$ cat src/sv/vkr_pkg.sv
// ----------------------------------------------------------------------------
// vkr_pkg
// Shared types, constants and helpers for the verb key registry.
// ----------------------------------------------------------------------------
package vkr_pkg;

	localparam int TABLE_ENTRIES = 32;
	localparam int IDX_W = (TABLE_ENTRIES > 1) ? $clog2(TABLE_ENTRIES) : 1;
	localparam int CNT_W = $clog2(TABLE_ENTRIES + 1);

	localparam int KEY_W     = 32;
	localparam int LEN_W     = 8;
	localparam int HANDLER_W = 64;
	localparam int ECOUNT_W  = 6;
	localparam int MAX_LEN   = 4;

	// stream layout
	localparam int S_TDATA_W = 104;
	localparam int S_TUSER_W = 1;
	localparam int M_TDATA_W = 72;
	localparam int M_TUSER_W = 2;

	localparam int S_KEY_LSB     = 0;
	localparam int S_LEN_LSB     = S_KEY_LSB + KEY_W;
	localparam int S_HANDLER_LSB = S_LEN_LSB + LEN_W;
	localparam int M_HANDLER_LSB = 0;
	localparam int M_ECOUNT_LSB  = M_HANDLER_LSB + HANDLER_W;

	typedef enum logic [0:0] {
		CMD_REGISTER = 1'b0,
		CMD_LOOKUP   = 1'b1
	} vkr_cmd_t;

	typedef enum logic [1:0] {
		ST_OK      = 2'd0,
		ST_INVALID = 2'd1,
		ST_FULL    = 2'd2,
		ST_MISS    = 2'd3
	} vkr_status_t;

	typedef enum logic [1:0] {
		S_IDLE,
		S_SCAN,
		S_RESOLVE
	} vkr_state_t;

	// keep only the low len bytes of the raw key (the whole key when len is 0 or above 4)
	function automatic logic [KEY_W-1:0] form_key(input logic [KEY_W-1:0] raw,
			input logic [LEN_W-1:0] len);
		logic [KEY_W-1:0] mask;
		begin
			unique case (len)
				8'd1:    mask = 32'h0000_00FF;
				8'd2:    mask = 32'h0000_FFFF;
				8'd3:    mask = 32'h00FF_FFFF;
				default: mask = 32'hFFFF_FFFF;
			endcase
			form_key = raw & mask;
		end
	endfunction

	// saturate the held count into the result field
	function automatic logic [ECOUNT_W-1:0] sat_count(input logic [CNT_W:0] cnt);
		begin
			if (int'(cnt) > 63)
				sat_count = 6'd63;
			else
				sat_count = ECOUNT_W'(cnt);
		end
	endfunction

endpackage

$ cat src/sv/vkr_ram.sv
// ----------------------------------------------------------------------------
// vkr_ram
// Generic single-write, single-read synchronous RAM with registered read.
// ----------------------------------------------------------------------------
module vkr_ram #(
	parameter int WIDTH = 32,
	parameter int DEPTH = 32
) (
	input  logic                                       clk,
	input  logic                                       we,
	input  logic [((DEPTH > 1) ? $clog2(DEPTH) : 1)-1:0] waddr,
	input  logic [WIDTH-1:0]                           wdata,
	input  logic                                       re,
	input  logic [((DEPTH > 1) ? $clog2(DEPTH) : 1)-1:0] raddr,
	output logic [WIDTH-1:0]                           rdata
);

	logic [WIDTH-1:0] mem [DEPTH];

	always_ff @(posedge clk) begin
		if (we)
			mem[waddr] <= wdata;
		if (re)
			rdata <= mem[raddr];
	end

endmodule

$ cat src/sv/verb_key_registry.sv
// ----------------------------------------------------------------------------
// verb_key_registry
// Associative table binding packed name keys to 64-bit handler words.
// ----------------------------------------------------------------------------
//  channel | dir | tdata (low bit up)                        | tuser
//  s_*     | in  | key_bytes, name_length, handler_word        | command
//  m_*     | out | found_handler, entry_count, zero pad        | status
//
//  A rejected item skips the scan; any other item scans the held entries,
//  one RAM read a cycle until a match or the end (no read with the table
//  empty), then resolves the result and writes back.
//  Reset clears the entry count and control state; RAM contents stay undefined.
//  s_tready drops for the whole item; a finished word waits in the output
//  register, and the next item waits in resolve while that word stalls.
// ----------------------------------------------------------------------------
module verb_key_registry
	import vkr_pkg::*;
(
	input  logic                 clk,
	input  logic                 arst_n,
	input  logic                 s_tvalid,
	output logic                 s_tready,
	input  logic [S_TDATA_W-1:0] s_tdata,  // key_bytes[31:0], name_length[39:32], handler_word[103:40]
	input  logic [S_TUSER_W-1:0] s_tuser,  // command[0]
	output logic                 m_tvalid,
	input  logic                 m_tready,
	output logic [M_TDATA_W-1:0] m_tdata,  // found_handler[63:0], entry_count[69:64], zero[71:70]
	output logic [M_TUSER_W-1:0] m_tuser   // status[1:0]
);

	vkr_state_t state_q, state_d;

	logic [0:0]           cmd_q;
	logic [KEY_W-1:0]     key_q;
	logic [HANDLER_W-1:0] handler_q;
	logic                 invalid_q;
	logic                 hit_q;
	logic [IDX_W-1:0]     hit_idx_q;
	logic [HANDLER_W-1:0] hit_handler_q;
	logic [CNT_W-1:0]     issue_idx_q;
	logic [CNT_W-1:0]     count_q;
	logic                 rd_vld_s1;
	logic [IDX_W-1:0]     rd_idx_s1;

	logic                 m_tvalid_q;
	logic [M_TDATA_W-1:0] m_tdata_q;
	logic [M_TUSER_W-1:0] m_tuser_q;

	logic [KEY_W-1:0]     raw_key;
	logic [LEN_W-1:0]     raw_len;
	logic [HANDLER_W-1:0] raw_handler;
	logic [KEY_W-1:0]     formed_key;
	logic                 accept;

	logic [KEY_W-1:0]     key_rd;
	logic [HANDLER_W-1:0] hdl_rd;
	logic                 match;
	logic                 issue;
	logic                 out_free;
	logic                 load_out;
	logic                 append;
	logic                 rebind;
	logic                 key_we;
	logic                 hdl_we;
	logic [IDX_W-1:0]     wr_idx;
	vkr_status_t          res_status;
	logic [HANDLER_W-1:0] res_found;
	logic [CNT_W:0]       count_next;

	assign raw_key     = s_tdata[S_KEY_LSB +: KEY_W];
	assign raw_len     = s_tdata[S_LEN_LSB +: LEN_W];
	assign raw_handler = s_tdata[S_HANDLER_LSB +: HANDLER_W];
	assign formed_key  = form_key(raw_key, raw_len);
	assign accept      = s_tvalid && s_tready;

	assign match    = rd_vld_s1 && (key_rd == key_q);
	assign out_free = !m_tvalid_q || m_tready;

	// reads happen only while scanning and writes only while resolving,
	// so the state machine itself keeps the two apart
	always_comb begin
		state_d    = state_q;
		s_tready   = 1'b0;
		issue      = 1'b0;
		load_out   = 1'b0;
		append     = 1'b0;
		rebind     = 1'b0;
		res_status = ST_OK;
		res_found  = '0;
		unique case (state_q)
			S_IDLE: begin
				s_tready = 1'b1;
				if (s_tvalid) begin
					if (s_tuser[0] == CMD_REGISTER &&
							(raw_len == '0 || int'(raw_len) > MAX_LEN ||
							formed_key == '0 || raw_handler == '0))
						state_d = S_RESOLVE;
					else
						state_d = S_SCAN;
				end
			end
			S_SCAN: begin
				issue = (issue_idx_q < count_q) && !match;
				if (match || (!rd_vld_s1 && !issue))
					state_d = S_RESOLVE;
			end
			S_RESOLVE: begin
				priority if (invalid_q) begin
					res_status = ST_INVALID;
				end else if (cmd_q == CMD_LOOKUP) begin
					if (hit_q)
						res_found = hit_handler_q;
					else
						res_status = ST_MISS;
				end else if (hit_q) begin
					rebind = 1'b1;
				end else if (int'(count_q) >= TABLE_ENTRIES) begin
					res_status = ST_FULL;
				end else begin
					append = 1'b1;
				end
				if (out_free) begin
					load_out = 1'b1;
					state_d  = S_IDLE;
				end
			end
			default: state_d = S_IDLE;
		endcase
	end

	assign key_we     = append && load_out;
	assign hdl_we     = (append || rebind) && load_out;
	assign wr_idx     = append ? count_q[IDX_W-1:0] : hit_idx_q;
	assign count_next = {1'b0, count_q} + (CNT_W+1)'(append);

	always_ff @(posedge clk or negedge arst_n) begin
		if (!arst_n)
			state_q <= S_IDLE;
		else
			state_q <= state_d;
	end

	always_ff @(posedge clk or negedge arst_n) begin
		if (!arst_n) begin
			count_q    <= '0;
			rd_vld_s1  <= 1'b0;
			hit_q      <= 1'b0;
			m_tvalid_q <= 1'b0;
		end else begin
			rd_vld_s1 <= issue;
			if (accept)
				hit_q <= 1'b0;
			else if (state_q == S_SCAN && match)
				hit_q <= 1'b1;
			if (key_we)
				count_q <= count_q + CNT_W'(1);
			if (load_out)
				m_tvalid_q <= 1'b1;
			else if (m_tready)
				m_tvalid_q <= 1'b0;
		end
	end

	always_ff @(posedge clk) begin
		if (accept) begin
			cmd_q       <= s_tuser[0];
			key_q       <= (s_tuser[0] == CMD_LOOKUP) ? raw_key : formed_key;
			handler_q   <= raw_handler;
			invalid_q   <= (s_tuser[0] == CMD_REGISTER) &&
				(raw_len == '0 || int'(raw_len) > MAX_LEN ||
				formed_key == '0 || raw_handler == '0);
			issue_idx_q <= '0;
		end else if (issue) begin
			issue_idx_q <= issue_idx_q + CNT_W'(1);
		end
		rd_idx_s1 <= issue_idx_q[IDX_W-1:0];
		if (state_q == S_SCAN && match) begin
			hit_idx_q     <= rd_idx_s1;
			hit_handler_q <= hdl_rd;
		end
		if (load_out) begin
			m_tdata_q <= {{(M_TDATA_W - HANDLER_W - ECOUNT_W){1'b0}},
				sat_count(count_next), res_found};
			m_tuser_q <= res_status;
		end
	end

	vkr_ram #(
		.WIDTH(KEY_W),
		.DEPTH(TABLE_ENTRIES)
	) u_key_ram (
		.clk   (clk),
		.we    (key_we),
		.waddr (wr_idx),
		.wdata (key_q),
		.re    (issue),
		.raddr (issue_idx_q[IDX_W-1:0]),
		.rdata (key_rd)
	);

	vkr_ram #(
		.WIDTH(HANDLER_W),
		.DEPTH(TABLE_ENTRIES)
	) u_hdl_ram (
		.clk   (clk),
		.we    (hdl_we),
		.waddr (wr_idx),
		.wdata (handler_q),
		.re    (issue),
		.raddr (issue_idx_q[IDX_W-1:0]),
		.rdata (hdl_rd)
	);

	assign m_tvalid = m_tvalid_q;
	assign m_tdata  = m_tdata_q;
	assign m_tuser  = m_tuser_q;

endmodule

$ cat config.mk
export PLATFORM = sky130hd
export DESIGN_NAME = verb_key_registry
export DESIGN_NICKNAME = d
export VERILOG_FILES = /design/src/sv/vkr_pkg.sv /design/src/sv/vkr_ram.sv /design/src/sv/verb_key_registry.sv
export SDC_FILE = /design/constraint.sdc
export NUM_CORES = 2
export LEC_CHECK = 0
export BUFFER_PORTS_ARGS = -buffer_cell sky130_fd_sc_hd__buf_2
export CORE_MARGIN = 10
export CORE_UTILIZATION = 55
export DETAILED_ROUTE_END_ITERATION = 7
export PLACE_DENSITY = 0.75
export SYNTH_ARGS = -nofsm -noshare
export SYNTH_HDL_FRONTEND = slang
export SYNTH_HIERARCHICAL = 1
export SYNTH_SLANG_ARGS = --single-unit
$ cat constraint.sdc
create_clock -name clk -period 6 [get_ports clk]
set_input_delay 0.6 -clock clk [delete_from_list [all_inputs] [get_ports clk]]
set_output_delay 0.6 -clock clk [all_outputs]
set_load 0.02 [all_outputs]
Word level (Yosys, flattened, before mapping)

Memory sizes are Yosys's and may differ from the RTL's. A register that Yosys moved wholly into a read port is not among the register bits.
Index checks and enable logic that the tools add are counted.
Widths: inputs -> output; s select.

Register bits after elaboration: 261
Latch bits: 0
Memory bits (writable): 3072
ROM bits: 0
Input bits: 109
Output and inout port bits: 76
Memories kept: 2

$add $sub $neg: 3
Multipliers: 0
Divide/modulo/power cells: 0
Magnitude comparators: 4
Eq/ne operators: 9
Shifts and indexed selects: 0
Muxes and demuxes: 34
Bitwise logic cells: 5
Reductions and logical operators: 27

Memory list:

| memory        | depth | bits a word | read ports | clocked after memory_dff | write ports | RTL line      | source |
|---|---|---|---|---|---|---|---|
| u_hdl_ram.mem | 32    | 64          | 1          | 1                        | 1           | vkr_ram.sv:18 | `logic [WIDTH-1:0] mem [DEPTH];` |
| u_key_ram.mem | 32    | 32          | 1          | 1                        | 1           | vkr_ram.sv:18 |  |

Operators with widths:

| kind                | count |
|---|---|
| $pmux 32 s3         | 1 |
| $logic_not 64->1    | 1 |
| $and 32x32->32      | 1 |
| $eq 32x32->1        | 1 |
| $logic_not 32->1    | 1 |
| $mux 32             | 1 |
| $mux 1              | 22 |
| $eq 8x2->1 const B  | 2 |
| $mux 2              | 8 |
| $add 6x1->6 const B | 2 |
| $eq 8x1->1 const B  | 1 |
| $gt 8x3->1 const B  | 1 |
| $logic_and 1x1->1   | 8 |
| $logic_not 8->1     | 1 |
| $add 6x1->7         | 1 |
| $gt 7x6->1 const B  | 1 |
| $ge 6x6->1 const B  | 1 |
| $logic_or 1x1->1    | 6 |
| $lt 6x6->1          | 1 |
| $ne 2x2->1 const B  | 3 |
| $pmux 2 s3          | 1 |
| $mux 5              | 1 |
| $logic_not 1->1     | 4 |
| $not 1->1           | 4 |
| 7 further kinds     | 8 |

Longest topological paths before layout

Depth after elaboration: 10
Depth in mapped cells: 10
Depth with buffers taken out: 9

By module

Netlist, hierarchy kept.

Modules (own cells, without submodules):

| module               | instances | cells an instance | area each (µm²) | seq. area each (µm²) |
|---|---|---|---|---|
| vkr_ram at u_hdl_ram | 1         | 3097              | 79612.6         | 63420.8 |
| vkr_ram at u_key_ram | 1         | 2260              | 40805.4         | 31710.4 |
| verb_key_registry    | 1         | 562               | 9704.3          | 7672.4 |

Worst setup path before layout

Ideal clock, no wire load.

Path kind: flip-flop to flip-flop
Start: reg state_q[0]
End: mem u_hdl_ram/mem[18][0] (netlist name), enable pin
Library setup time: 487 ps
Data arrival time: 4976 ps
Path slack: 537 ps
Stages on the path, launching flop included: 8
Buffers on the path: 1
Period minus slack after synthesis: 5463 ps
Cell sequence: dfrtp_1 nand2b_4 or2_1 nand3b_4 clkbuf_1 o21ai_1 or3b_2 nor2_1

Elaborated cells between the ends (all ways): 9
Those cells by class: eq/ne (1); mux (6); reduce/logical (2)

RTL lines:

| what                   | RTL line                 | source |
|---|---|---|
| from (decl)            | verb_key_registry.sv:31  | `vkr_state_t state_q, state_d;` |
| from (signal assigned) | verb_key_registry.sv:140 | `state_q <= state_d;` |
| $eq 2x2->1             | verb_key_registry.sv:90  | `unique case (state_q)` |
| $mux 1                 | verb_key_registry.sv:90  |  |
| $mux 5                 | verb_key_registry.sv:133 | `assign wr_idx = append ? count_q[IDX_W-1:0] : hit_idx_q;` |
| named net wr_idx[4]    | verb_key_registry.sv:65  | `logic [IDX_W-1:0] wr_idx;` |
| to (decl)              | vkr_ram.sv:18            |  |

The timed path passes the listed nets, and every way through them passes these cells.

Worst setup path after layout

Start: reg state_q[0]
End: mem u_hdl_ram/mem[20][3] (netlist name), enable pin

The elaborated chain is that of the path after synthesis.

==> impl_metrics.py <==
metrics = {
    "outcome": {
        "status": "finished clean",
    },
    "timing": {
        "skew_ns": 0.0977,
        "tightest_slew_ns": 1.39,
        "period_minus_slack_ns": 4.44,
        "max_slew_margin": 0.0725,
        "report.final.slew_viol_count": 0,
        "fin_crit_sh": 0.741,
        "fmax_mhz": 225,
        "hold_slack_ns": 0.0428,
        "finalSetupViolations": 0,
        "hold_viol": 0,
        "fin_tns_setup_ns": 0,
        "rsz0062_at_grt": "no",
        "setup_ws_ns": 1.56,
    },
    "global_route": {
        "antenna_found_initial": 9,
        "track_usage": 0.249,
        "grt-ovfl-total": 0,
        "grt_max_degree": 128,
        "grt_pass1_vias": 65700,
        "grt_first_pass_wirelength_um": 469000,
    },
    "final_layout": {
        "final_common_cell": "edfxtp_1",
        "area_growth_pct": 13.5,
        "layout.nets": 6530,
        "drive_gt1_frac": 0.239,
        "layout_common_cells": "3407 x edfxtp_1, 602 x mux4_2, 553 x mux2i_1",
        "final-instance-count-excl-fill": 9823,
    },
    "worst_setup_path": {
        "path_cells": "nand2b_4 -> or2_1 -> nand3b_4 -> o21ai_1 -> nand3b_1 -> nor2_4 -> buf_12",
        "endpoint_kind": "flip-flop",
        "cp_slowest_cell": "o21ai_1",
        "startpoint": "state_q[0]",
        "crit_family": "simple AND/OR/NAND/NOR gates",
        "critPathLaunchType": "flip-flop",
        "crit_type": "reg -> reg",
        "max_stage_delay_ns": 0.94,
        "critPathBufInv": 1,
        "worst_r2r_endpoint": "u_hdl_ram/mem[20][3]",
        "regToRegStartpoint": "state_q[0]",
        "cp_max_fo": 48,
        "rr_worst_depth": 7,
        "arrival_ns": 5.00,
        "cp.required_ns": 6.55,
        "reg2reg_setup_slack_ns": 1.56,
    },
    "yosys": {
        "synthTopCellsByArea": "edfxtp_1 79%, mux4_2 10%, mux2i_1 4.3%",
        "syn_inst": 5919,
        "synth.avg_cell_area_um2": 22.0,
        "ys_ff_latch": 3429,
        "synth_top_cell_by_area": "edfxtp_1",
        "yosysSeqAreaShare": 0.790,
        "synth_edf_count": 3407,
        "syn-cell-area_mm2": 0.130,
        "synth_warnings": 6,
        "ys_types": 65,
        "ys.flop_type": "edfxtp_1",
        "synth_top_area_frac": 0.786,
        "synthArstFlopShare": 0.00321,
    },
    "power": {
        "power_uw": 62100,
        "combPwrFrac": 0.186,
        "p_seq_frac": 0.472,
        "power.share.switching": 0.264,
        "ir_worst_vdd_uv": 427,
        "power_density_mw_per_mm2": 421,
        "p_int_uw": 45700,
        "clockPowerShare": 0.343,
        "netSwitchingPower_uw": 16400,
        "p_leak_uw": 0.0464,
    },
    "detailed_routing": {
        "firstDrtPassIters": 8,
        "viasPerCell": 6.50,
        "vias": 63900,
        "drc": 0,
        "drt_iter0_drc": 8238,
        "wl_per_cell_um": 32.9,
        "ant_nets": 0,
        "routed_wl_um": 323000,
    },
    "floorplanning": {
        "coreArea_mm2": 0.235,
        "start_util": 0.553,
        "core.rowCount": 178,
        "die-area_mm2": 0.256,
        "io_pins": 185,
        "die_h_um": 506,
        "die_w_um": 506,
    },
    "clock_network": {
        "clk_pin_slew_ns": 0.06,
        "numClockSinks": 3429,
        "clockBufferDepth": 4,
        "cts_tree": "yes",
        "clkLatencyLatePin_ns": 0.97,
        "cts-resized-gates": 0,
        "htree_levels": 5,
        "numCtsBuffers": 349,
        "cts-root-buf": "clkbuf_16",
    },
    "job": {
        "cap_viol_max_count": 0,
    },
    "placement": {
        "place_ws_ns": 1.73,
        "gp_congestion": 0.808,
        "portBuffers": 182,
        "dp_cells": 9121,
        "dp_hpwl_um": 167000,
    },
    "min_path": {
        "worstHoldStart": "s_tdata[40]",
        "worstHoldPathType": "in -> reg",
        "whs_path_depth": 1,
        "min_to": "handler_q[0]",
    },
}
## Yosys cell counts (all sizes together) (4+ instances only)
master and n:
nor2b 33, nor3 36, a211oi 4, a21oi 101, buf 176, mux4 602, mux2i 553, mux2 74
o21ai 23, nor2 87, xor2 4, a22o 65, dfrtp 11, dfxtp 11, a221oi 12, a31oi 34
nand2b 11, nor4 28, clkbuf 117, ha 10, or3b 5, nand4 17, inv 12, o22ai 12
nand3 105, nand2 122, nand3b 12, xnor2 36, edfxtp 3407, and2 71, a22oi 99
## power groups by stage
stage                     Clock, µW  Sequential (µW)  Combinational (µW)
after floorplan                   0            29500                8090
after global placement            0            29700               11200
after detailed placement          0            29800               11300
after CTS                     21500            29300               11600
after global routing          22500            29400               12100
final                         21300            29300               11500
## what timing repair did
| item | CTS | global route |
|---|---|---|
| buffers inserted | 0 | 0 |
| endpoints found under the hold margin | 99 | 0 |
| hold buffers | 89 | 0 |
## metrics by stage
step | area (µm²) | util
2_1_floorplan | 130000 | -
3_3_place_gp | 136000 | 0.577
3_5_place_dp | 136000 | 0.577
4_1_cts | 148000 | 0.627
5_1_grt | 148000 | 0.627
6_report | 148000 | 0.627
## how the worst max path moves through the flow
stage	end	slack (ns)	depth (start not counted)
global placement	u_hdl_ram/mem[14][20]	1.85	7
CTS	u_hdl_ram/mem[20][62]	1.68	7
detailed placement	u_hdl_ram/mem[14][17]	1.73	7
floorplan	u_hdl_ram/mem[18][0]	0.54	7
global route	u_hdl_ram/mem[20][62]	1.46	7
finish	u_hdl_ram/mem[20][3]	1.56	7
## logic make-up after synthesis
family          synth area share
flops                      0.790
mux                        0.153
simple gates              0.0214
compound gates            0.0195
buf+inv                   0.0122
xor+xnor                 0.00269
fa+ha+maj               0.000962
other cells            0.0000288
## area by class of cell
cell class	count	area [µm²]
Clock buffer	430	9140
Inverter	12	50.0
Fill cell	15000	87700
Timing Repair Buffer	433	3530
Antenna cell	3	7.51
Clock inverter	180	1910
Tap cell	3150	3940
Sequential cell	3429	103000
Multi-Input combinational cell	2186	26300
## registers in the layout, summed over array words and instances, names as in the netlist
name and cells:
cmd_q 1, count_q 6, handler_q 64, hit_handler_q 64
hit_idx_q 5, hit_q 1, invalid_q 1, issue_idx_q 6
key_q 32, m_tdata 70, m_tuser 2, m_tvalid 1
rd_idx_s1 5, rd_vld_s1 1, state_q 2, u_hdl_ram/mem 2048
u_hdl_ram/rdata 64, u_key_ram/mem 1024, u_key_ram/rdata 32
## routing by layer
layer  part of all wire  vias to the layer above  GRT usage
met2               0.51                     3908      0.418
met5           0.000065                        -          0
met3              0.089                      719     0.0469
met1               0.36                    33600      0.324
li1                   -                    25600          -
met4              0.046                        4      0.100
## worst reg2reg max path, cell delays in order, from the launching register on
cell	delay, ns
dfrtp_1	0.43
nand2b_4	0.19
or2_1	0.29
nand3b_4	0.28
o21ai_1	0.94
nand3b_1	0.58
nor2_4	0.84
buf_12	0.49
Power figures use the tool's default switching activity.
